`src/rtl/core/tpwq_pkg.sv`:
```
`timescale 1ns / 1ps
// ----------------------------------------------------------------------------
// tpwq_pkg
// Types, constants and helper functions for the tag pose window qualifier.
// ----------------------------------------------------------------------------
package tpwq_pkg;

    localparam int WINDOW_SIZE_DEF = 5;

    // configuration port
    localparam int CFG_IDX_W  = 3;
    localparam int CFG_DATA_W = 32;
    localparam int CFG_COUNT  = 5;

    localparam logic [CFG_IDX_W-1:0] CFG_EXPECTED_ID  = 3'd0;
    localparam logic [CFG_IDX_W-1:0] CFG_MAX_AGE      = 3'd1;
    localparam logic [CFG_IDX_W-1:0] CFG_MAX_WINDOW   = 3'd2;
    localparam logic [CFG_IDX_W-1:0] CFG_MAX_POS      = 3'd3;
    localparam logic [CFG_IDX_W-1:0] CFG_ORI_COS_SQ   = 3'd4;

    localparam logic [9:0]  RST_EXPECTED_ID = 10'd0;
    localparam logic [18:0] RST_MAX_AGE     = 19'd250000;
    localparam logic [23:0] RST_MAX_WINDOW  = 24'd1000000;
    localparam logic [19:0] RST_MAX_POS     = 20'd15000;
    localparam logic [31:0] RST_ORI_COS_SQ  = 32'd4292283556;

    // stream widths
    localparam int IN_DATA_W  = 216;
    localparam int OUT_DATA_W = 8;

    // per-entry check code
    typedef enum logic [1:0] {
        ENT_OK    = 2'd0,
        ENT_FAMID = 2'd1,
        ENT_HAM   = 2'd2,
        ENT_AGE   = 2'd3
    } entry_code_t;

    typedef enum logic [3:0] {
        V_OK    = 4'd0,
        V_UNREG = 4'd1,
        V_FEW   = 4'd2,
        V_FAMID = 4'd3,
        V_HAM   = 4'd4,
        V_AGE   = 4'd5,
        V_SPAN  = 4'd6,
        V_POS   = 4'd7,
        V_ORI   = 4'd8
    } verdict_t;

    // shared multiplier operations
    typedef enum logic [4:0] {
        MOP_NONE, MOP_LIM,
        MOP_PX, MOP_PY, MOP_PZ,
        MOP_DOT0, MOP_DOT1, MOP_DOT2, MOP_DOT3,
        MOP_NA0, MOP_NA1, MOP_NA2, MOP_NA3,
        MOP_NB0, MOP_NB1, MOP_NB2, MOP_NB3,
        MOP_DD, MOP_NN, MOP_CHI, MOP_CLO
    } mul_op_t;

    typedef enum logic [2:0] {
        CS_IDLE, CS_START, CS_SCAN, CS_SPAN,
        CS_LOAD_A, CS_LOAD_B, CS_PAIR, CS_FINISH
    } ctl_state_t;

    localparam int STEP_W     = 5;
    localparam logic [STEP_W-1:0] CHECK_STEP = 5'd21;

    typedef struct packed {
        logic    store;
        logic    scan_first;
        logic    scan_step;
        logic    load_a;
        logic    load_b;
        mul_op_t op;
    } dp_cmd_t;

    typedef struct packed {
        logic        registered;
        logic        full;
        entry_code_t rd_code;
        logic        span_fail;
        logic        pos_fail;
        logic        ori_fail;
    } dp_status_t;

    function automatic logic id_registered(input logic [9:0] id);
        return (id == 10'd10) || (id == 10'd11) || (id == 10'd12) || (id == 10'd20)
            || (id == 10'd101) || (id == 10'd102) || (id == 10'd103);
    endfunction

    // Pair sequence: operands issue one a cycle; each product is registered, then added into its accumulator.
    function automatic mul_op_t step_op(input logic [STEP_W-1:0] step);
        mul_op_t op;
        case (step)
            5'd0:    op = MOP_PX;
            5'd1:    op = MOP_PY;
            5'd2:    op = MOP_PZ;
            5'd3:    op = MOP_DOT0;
            5'd4:    op = MOP_DOT1;
            5'd5:    op = MOP_DOT2;
            5'd6:    op = MOP_DOT3;
            5'd7:    op = MOP_NA0;
            5'd8:    op = MOP_NA1;
            5'd9:    op = MOP_NA2;
            5'd10:   op = MOP_NA3;
            5'd11:   op = MOP_NB0;
            5'd12:   op = MOP_NB1;
            5'd13:   op = MOP_NB2;
            5'd14:   op = MOP_NB3;
            5'd15:   op = MOP_DD;
            5'd16:   op = MOP_NN;
            5'd18:   op = MOP_CHI;
            5'd19:   op = MOP_CLO;
            default: op = MOP_NONE;
        endcase
        return op;
    endfunction

    function automatic verdict_t code_verdict(input entry_code_t c);
        verdict_t v;
        unique case (c)
            ENT_OK:    v = V_OK;
            ENT_FAMID: v = V_FAMID;
            ENT_HAM:   v = V_HAM;
            ENT_AGE:   v = V_AGE;
        endcase
        return v;
    endfunction

endpackage

```
`src/rtl/core/tpwq_ctrl.sv`:
```
`timescale 1ns / 1ps
// ----------------------------------------------------------------------------
// tpwq_ctrl
// Sequencer for the window checks and the result register.
// ----------------------------------------------------------------------------
module tpwq_ctrl #(
    parameter int WINDOW_SIZE = tpwq_pkg::WINDOW_SIZE_DEF
) (
    input  logic                               clk,
    input  logic                               rst_n,
    input  logic                               s_tvalid,
    output logic                               s_tready,
    output logic                               m_tvalid,
    input  logic                               m_tready,
    output logic [tpwq_pkg::OUT_DATA_W-1:0]    m_tdata,
    output tpwq_pkg::dp_cmd_t                  cmd,
    output logic [$clog2(WINDOW_SIZE)-1:0]     rd_idx,
    input  tpwq_pkg::dp_status_t               status
);
    import tpwq_pkg::*;

    localparam int SW = $clog2(WINDOW_SIZE);

    ctl_state_t          state_reg, state_next;
    logic [SW-1:0]       i_reg, i_next, j_reg, j_next;
    logic [STEP_W-1:0]   step_reg, step_next;
    verdict_t            verdict_reg, verdict_next;
    logic                out_valid_reg, out_valid_next;
    logic [OUT_DATA_W-1:0] out_data_reg, out_data_next;
    logic                out_load;

    assign out_load = (state_reg == CS_FINISH) && (!out_valid_reg || m_tready);

    // next state
    always_comb
    begin
        state_next   = state_reg;
        i_next       = i_reg;
        j_next       = j_reg;
        step_next    = step_reg;
        verdict_next = verdict_reg;
        unique case (state_reg)
            CS_IDLE:
                if (s_tvalid)
                    state_next = CS_START;
            CS_START:
            begin
                i_next = '0;
                if (!status.registered)
                begin
                    verdict_next = V_UNREG;
                    state_next   = CS_FINISH;
                end
                else if (!status.full)
                begin
                    verdict_next = V_FEW;
                    state_next   = CS_FINISH;
                end
                else
                    state_next = CS_SCAN;
            end
            CS_SCAN:
            begin
                if (status.rd_code != ENT_OK)
                begin
                    verdict_next = code_verdict(status.rd_code);
                    state_next   = CS_FINISH;
                end
                else if (i_reg == SW'(WINDOW_SIZE - 1))
                    state_next = CS_SPAN;
                else
                    i_next = i_reg + SW'(1);
            end
            CS_SPAN:
            begin
                i_next = '0;
                j_next = SW'(1);
                if (status.span_fail)
                begin
                    verdict_next = V_SPAN;
                    state_next   = CS_FINISH;
                end
                else
                    state_next = CS_LOAD_A;
            end
            CS_LOAD_A:
                state_next = CS_LOAD_B;
            CS_LOAD_B:
            begin
                step_next  = '0;
                state_next = CS_PAIR;
            end
            CS_PAIR:
            begin
                if (step_reg == CHECK_STEP)
                begin
                    if (status.pos_fail)
                    begin
                        verdict_next = V_POS;
                        state_next   = CS_FINISH;
                    end
                    else if (status.ori_fail)
                    begin
                        verdict_next = V_ORI;
                        state_next   = CS_FINISH;
                    end
                    else if (j_reg == SW'(WINDOW_SIZE - 1))
                    begin
                        if (i_reg == SW'(WINDOW_SIZE - 2))
                        begin
                            verdict_next = V_OK;
                            state_next   = CS_FINISH;
                        end
                        else
                        begin
                            i_next     = i_reg + SW'(1);
                            j_next     = i_reg + SW'(2);
                            state_next = CS_LOAD_A;
                        end
                    end
                    else
                    begin
                        j_next     = j_reg + SW'(1);
                        state_next = CS_LOAD_A;
                    end
                end
                else
                    step_next = step_reg + STEP_W'(1);
            end
            CS_FINISH:
                if (out_load)
                    state_next = CS_IDLE;
        endcase
    end

    // outputs and datapath commands
    always_comb
    begin
        cmd            = '0;
        cmd.op         = MOP_NONE;
        s_tready       = 1'b0;
        rd_idx         = i_reg;
        out_valid_next = out_valid_reg && !m_tready;
        out_data_next  = out_data_reg;
        unique case (state_reg)
            CS_IDLE:
            begin
                s_tready  = 1'b1;
                cmd.store = s_tvalid;
            end
            CS_START: ;
            CS_SCAN:
            begin
                cmd.scan_first = (i_reg == '0);
                cmd.scan_step  = (i_reg != '0);
            end
            CS_SPAN:
                cmd.op = MOP_LIM;
            CS_LOAD_A:
                cmd.load_a = 1'b1;
            CS_LOAD_B:
            begin
                rd_idx     = j_reg;
                cmd.load_b = 1'b1;
            end
            CS_PAIR:
                cmd.op = step_op(step_reg);
            CS_FINISH:
                if (out_load)
                begin
                    out_valid_next = 1'b1;
                    out_data_next  = {3'd0, verdict_reg == V_OK, verdict_reg};
                end
        endcase
    end

    always_ff @(posedge clk or negedge rst_n)
    begin
        if (!rst_n)
        begin
            state_reg     <= CS_IDLE;
            i_reg         <= '0;
            j_reg         <= '0;
            step_reg      <= '0;
            verdict_reg   <= V_OK;
            out_valid_reg <= 1'b0;
        end
        else
        begin
            state_reg     <= state_next;
            i_reg         <= i_next;
            j_reg         <= j_next;
            step_reg      <= step_next;
            verdict_reg   <= verdict_next;
            out_valid_reg <= out_valid_next;
        end
    end

    always_ff @(posedge clk)
    begin
        out_data_reg <= out_data_next;
    end

    assign m_tvalid = out_valid_reg;
    assign m_tdata  = out_data_reg;

    a_accepted_flag: assert property (@(posedge clk) disable iff (!rst_n)
        out_valid_reg |-> (out_data_reg[4] == (out_data_reg[3:0] == V_OK)))
        else $error("accepted flag disagrees with verdict");

    a_verdict_range: assert property (@(posedge clk) disable iff (!rst_n)
        out_valid_reg |-> (out_data_reg[3:0] <= V_ORI))
        else $error("verdict code out of range");

    a_pair_order: assert property (@(posedge clk) disable iff (!rst_n)
        (state_reg == CS_PAIR) |-> (j_reg > i_reg))
        else $error("pair indices out of order");

    a_accept_starts: assert property (@(posedge clk) disable iff (!rst_n)
        (s_tvalid && s_tready) |=> (state_reg == CS_START))
        else $error("accepted transaction did not start evaluation");

endmodule

```
`config.mk`:
```
export PLATFORM = sky130hd
export DESIGN_NAME = tpwq_ctrl
export DESIGN_NICKNAME = d
export VERILOG_FILES = /design/src/rtl/core/tpwq_pkg.sv /design/src/rtl/core/tpwq_ctrl.sv
export SDC_FILE = /design/constraint.sdc
export NUM_CORES = 1
export LEC_CHECK = 0
export BUFFER_PORTS_ARGS = -buffer_cell sky130_fd_sc_hd__buf_2
export CORE_UTILIZATION = 59
export DETAILED_ROUTE_END_ITERATION = 8
export HOLD_SLACK_MARGIN = 0.05
export PLACE_DENSITY = 0.9
export SYNTH_ARGS = -nofsm -noshare
export SYNTH_HDL_FRONTEND = slang
export SYNTH_SLANG_ARGS = --single-unit
```
`constraint.sdc`:
```
create_clock -name clk -period 3.9 [get_ports clk]
set_input_delay 0.195 -clock clk [delete_from_list [all_inputs] [get_ports clk]]
set_output_delay 0.195 -clock clk [all_outputs]
set_load 0.01 [all_outputs]
```
# Word-level counts from Yosys, hierarchy flattened
# Memories as Yosys holds them, arrays and structs flattened.
# Cells that the tools add are included.
dict set report op_classes {
  bitwise 0
  shifts 0
  mul 0
  addsub 4
  n_reduce_logical 22
  n_mux 49
  order_cmp 0
  n_eq_ne 31
  n_div 0
}
# operator n
set ops {}
lappend ops {{two-way mux 3 bit} 23}
lappend ops {{two-way mux 4 bit} 9}
lappend ops {{one-hot mux 4 bit (4 select lines)} 2}
lappend ops {{!= test 2 bit, second input constant} 12}
lappend ops {{one-hot mux 3 bit (8 select lines)} 1}
lappend ops {{one-hot mux 5 bit (2 select lines)} 2}
lappend ops {{== test 3 bit, second input constant} 6}
lappend ops {{== test 3 x 2 -> 1 bit, second input constant} 3}
lappend ops {{!= test 3 bit, second input constant} 3}
lappend ops {{one-hot mux 3 bit (3 select lines)} 1}
lappend ops {{!= test 4 bit, second input constant} 2}
lappend ops {{AND reduction 8 bit} 1}
lappend ops {{AND reduction 7 bit} 1}
lappend ops {{adder 3 x 1 -> 3 bit, second input constant} 2}
lappend ops {{zero test 3 bit} 2}
lappend ops {{two-way mux 1 bit} 6}
lappend ops {{two-way mux 2 bit} 3}
lappend ops {{one-hot mux 3 bit (2 select lines)} 1}
lappend ops {{nonzero test 2 bit} 3}
lappend ops {{nonzero test 3 bit} 2}
lappend ops {{adder 5 x 1 -> 5 bit, second input constant} 1}
lappend ops {{== test 5 bit, second input constant} 1}
lappend ops {{two-way mux 5 bit} 1}
lappend ops {{AND reduction 5 bit} 1}
lappend ops {{other kinds (13)} 17}
dict set report word_totals {
  ff_bits 24
  input_bits 11
  memories 1
  wordCells 114
  mem_bits_rw 0
  romBits 160
  latchBits 0
}
# name words word_bits rd rd_ports_with_merged_regs wr line
set memory_table {}
lappend memory_table {{(no name shown)} 32 5 1 0 0 tpwq_pkg.sv:95} ;# case (step)

# Depth between registers and ports, before layout
dict set report depth {
  depth_word 7
  mapped_depth 7
}

# Least setup slack after synthesis
# No wires, ideal clock.
dict set report synth_timing {
  path_kind {flip-flop to flip-flop}
  start {reg i_reg[0]}
  end {reg j_reg[2]}
  setup_slack_ns 1.661
  n_path_buf 1
  arrival_time_ns 2.121
  required_time_ns 3.782
  stages_incl_launch_ff 8
  setup_time_ns 0.118
  path_cell_list {dfrtp_1 -> ha_1 -> ha_1 -> a311oi_2 -> or4b_1 -> buf_2 -> mux2_4 -> a21o_1}
}
dict set report synth_via {
  elab_chain_cells 7
}
# element line
set synth_lines {}
lappend synth_lines {{start, declared} tpwq_ctrl.sv:25} ;# logic [SW-1:0] i_reg, i_next, j_reg, j_next;
lappend synth_lines {{start signal, assigned} tpwq_ctrl.sv:191} ;# i_reg <= i_next;
lappend synth_lines {{adder 3 x 2 -> 3 bit} tpwq_ctrl.sv:117} ;# j_next = i_reg + SW'(2);
lappend synth_lines {{two-way mux 3 bit} tpwq_ctrl.sv:109} ;# if (i_reg == SW'(WINDOW_SIZE - 2))
lappend synth_lines {{two-way mux 3 bit} tpwq_ctrl.sv:107} ;# else if (j_reg == SW'(WINDOW_SIZE - 1))
lappend synth_lines {{two-way mux 3 bit} tpwq_ctrl.sv:102} ;# else if (status.ori_fail)
lappend synth_lines {{two-way mux 3 bit} tpwq_ctrl.sv:97} ;# if (status.pos_fail)
lappend synth_lines {{two-way mux 3 bit} tpwq_ctrl.sv:95} ;# if (step_reg == CHECK_STEP)
lappend synth_lines {{one-hot mux 3 bit (2 select lines)} tpwq_ctrl.sv:42} ;# unique case (state_reg)
lappend synth_lines {{end signal, assigned} tpwq_ctrl.sv:192} ;# j_reg <= j_next;
lappend synth_lines {{end, declared} tpwq_ctrl.sv:25}
# Several ways; a longest one is shown, not always the timed one. The select of a mux whose other input is x is not followed.
# A chain may end at the register's enable or synchronous reset.

# Worst setup path after layout
# Ends and elaborated chain as after synthesis.

==> reports/metrics.cfg <==
[setup_path]
critPathSlowestCell = or4b_1
crit_path_end = j_reg[2]$_DFFE_PN0P_
critPathRequiredTime_ns = 4.14
crit_type = flip-flop to flip-flop
worstPathArrival_ns = 2.78
reg2reg_from = i_reg[0]$_DFFE_PN0P_
cp_common_cell = ha_1
max_stage_delay_ns = 0.62
path_cells = ha_1, ha_1, a311oi_2, or4b_1, mux2_4, a21o_1
r2r_setup_slack_ns = 1.36
crit_path_start_kind = flip-flop
end_kind = flip-flop
critPathMaxFanout = 6
rr_endpoint = j_reg[2]$_DFFE_PN0P_
rr_worst_depth = 6
startpoint = i_reg[0]$_DFFE_PN0P_

[placement]
place_congestion = 0.9078
dp_hpwl_um = 2717
dp.cells = 237
portBuffers = 30

[detailed_routing]
drc = 0
drtIter0Drc = 46
viasPerCell = 5.992
wl_um = 3703
drt_first_pass_iters = 4
final_antenna_net_count = 0
wire_per_inst_um = 15.30
vias = 1450

[logic_synthesis]
yosys_register_bits = 24
ys_types = 49
syn_area_sq_um = 1658
synth_flop_cell = dfrtp_1
synth_edf_count = 5
synth_cells = 184
yosysMostFrequentCell = dfrtp_1
synthTopCellsByCount = dfrtp_1, o21ai_0, inv_1, nand2_1, ha_1
async_reset_ff_share_pct = 79.17
seq_area_frac_synth_pct = 37.74
ys_warn_count = 0
yosys.area.top_type = dfrtp_1
synth_top_area_share_pct = 28.68
synthTopCellsByArea = dfrtp_1, ha_1, edfxtp_1, o21ai_0, inv_1
syn_avg_cell_area_sq_um = 9.010

[final_layout]
final_util_pct = 72.76
seqCellArea_sq_um = 625.6
filler_cell_count = 195
multi_input_area_sq_um = 928.4
finalNetCount = 237
layout-drive-gt1-share_pct = 19.34
area_growth_pct = 12.68
instances_no_fill = 242
num_antenna_cells = 0

[power_and_ir_drop]
p_per_area_nw_per_um2 = 734.2
pwr-share-seq_pct = 37.3
peakVddDrop_mv = 0.5069
leakage_uw = 0.0009203
p_comb_share_pct = 49.1
p_clk_share_pct = 13.6
netSwitchingFraction_pct = 44.57
internal-power_uw = 760.2
p_switching_uw = 611.3

[clock_tree]
postCtsSetupBuffers = 0
cts.sinks = 24
clockRootBuffer = clkbuf_4
path_clk_slew_ns = 0.15
cts_tree = yes
htreeDepth = 1
cts_max_path_buffers = 2
cts_resized = 0
cts_buffers = 3
clock_latency_ns = 0.32

[timing]
skew_ns = 0.005133
rsz0062_at_grt = no
finalCritPeriodShare_pct = 65.18
final-setup-viol-count = 0
holdWs_ns = 0.08260
max_freq_ghz = 0.3934
finalSetupTns_ns = 0
layout_min_cycle_time_ns = 2.542
finalMaxSlewViolations = 0
final_hold_viol_count = 0
slew_headroom_pct = 62.05
worst_pin_slew_ns = 0.5693

[die]
num_rows = 18
die_h_um = 55.01
core_sq_um = 2567
io_pins = 34
dieWidth_um = 55.01
dieArea_sq_um = 3026
start_util_pct = 64.57

[grt]
grt_util_all_layers_pct = 26.81
grt_antenna_before_repair = 0
grt_pass1_wl_um = 5802
grt_overflow_total = 0
grt_pass1_vias = 1303
grt_max_degree = 20

[worst_hold_path]
hold_path_class = primary input to flip-flop

[outcome]
run_status = completed

[job]
drv_cap = 0

-- area by class of cell --
type                       count  share of cell area [%]
multi-input combinational    136                   49.70
sequential                    24                   33.49
timing repair buffer          31                   8.573
inverter                      17                   3.416
tap                           30                   2.009
clock inverter                 1                   1.608
clock buffer                   3                   1.206
-- timing repair --
action / CTS / global route
setup endpoints to repair: 0 / 0
hold buffers: 1 / 0
hold endpoints to repair: 19 / 0
-- placed cells by master, fill, tap and decap left out, types with 2 or more instances in the layout --
cell	n
o21ai_0	16
mux2i_1	5
mux2_2	2
o22a_1	2
o211ai_1	2
nand3_1	9
a31oi_1	3
a211oi_1	2
nor3_1	5
nand2b_1	4
edfxtp_1	5
a21oi_1	10
clkbuf_4	3
nand2_1	15
conb_1	3
dfrtp_1	19
ha_1	13
mux2_1	2
buf_2	30
xnor2_1	2
inv_1	15
nor3b_1	2
nor2_1	11
nor2b_1	5
and3b_1	2
nand4_1	2
-- worst min-delay path by stage --
stage,cells past startpoint,slack (ns),from,endpoint
final,2,0.08,m_tready,m_tvalid$_DFF_PN0_
after CTS,2,0.09,m_tready,m_tvalid$_DFF_PN0_
after floorplan,0,-0.10,rst_n,i_reg[0]$_DFFE_PN0P_
after global routing,2,0.1,m_tready,m_tvalid$_DFF_PN0_
after detailed placement,1,0.16,rst_n,j_reg[0]$_DFFE_PN0P_
after global placement,1,0.16,rst_n,i_reg[0]$_DFFE_PN0P_
-- power groups by stage --
stage / sequential, uW / combinational [uW] / clock, uW
after CTS: 507 / 672 / 183
after global routing: 529 / 756 / 194
after floorplan: 449 / 526 / 0
after global placement: 501 / 636 / 0
after detailed placement: 513 / 662 / 0
final: 511 / 674 / 186
-- cell families (layout without fill, tap and decap cells) --
kind of cell    after synthesis  after routing  share of synthesized area [%]
mux                          10             10                          6.641
other cells                   1              3                         0.2262
buf+inv                      26             52                          6.716
xor+xnor                      3              3                          1.585
simple gates                 65             65                          21.74
fa+ha+maj                    13             13                          9.812
flops                        24             24                          37.74
compound gates               42             42                          15.55
-- layer usage --
metal	up-vias	global-route usage, %	share of wire, %
met5	-	0	0
met3	8	3.825	6.3
met1	687	35.06	43
met2	56	43.78	49
met4	0	12.08	1.5
li1	699	-	-
-- per-stage QoR --
step	power (uW)	cell area (sq um)	worst slack [ns]
after floorplan	975.3	1665	1.661
after global placement	1137	1805	1.613
after detailed placement	1174	1805	1.508
after CTS	1362	1868	1.400
after global routing	1479	1868	1.312
final	1371	1868	1.358
-- critical path: cells and delay by family (launching register included) --
kind                     cells  cell delay (ns)
adder cells (fa/ha/maj)      2             0.44
multiplexers                 1             0.34
flip-flops                   1             0.45
AO/OA/AOI/OAI                2             0.60
AND/OR/NAND/NOR              1             0.62
(Power assumes the default switching activity.)
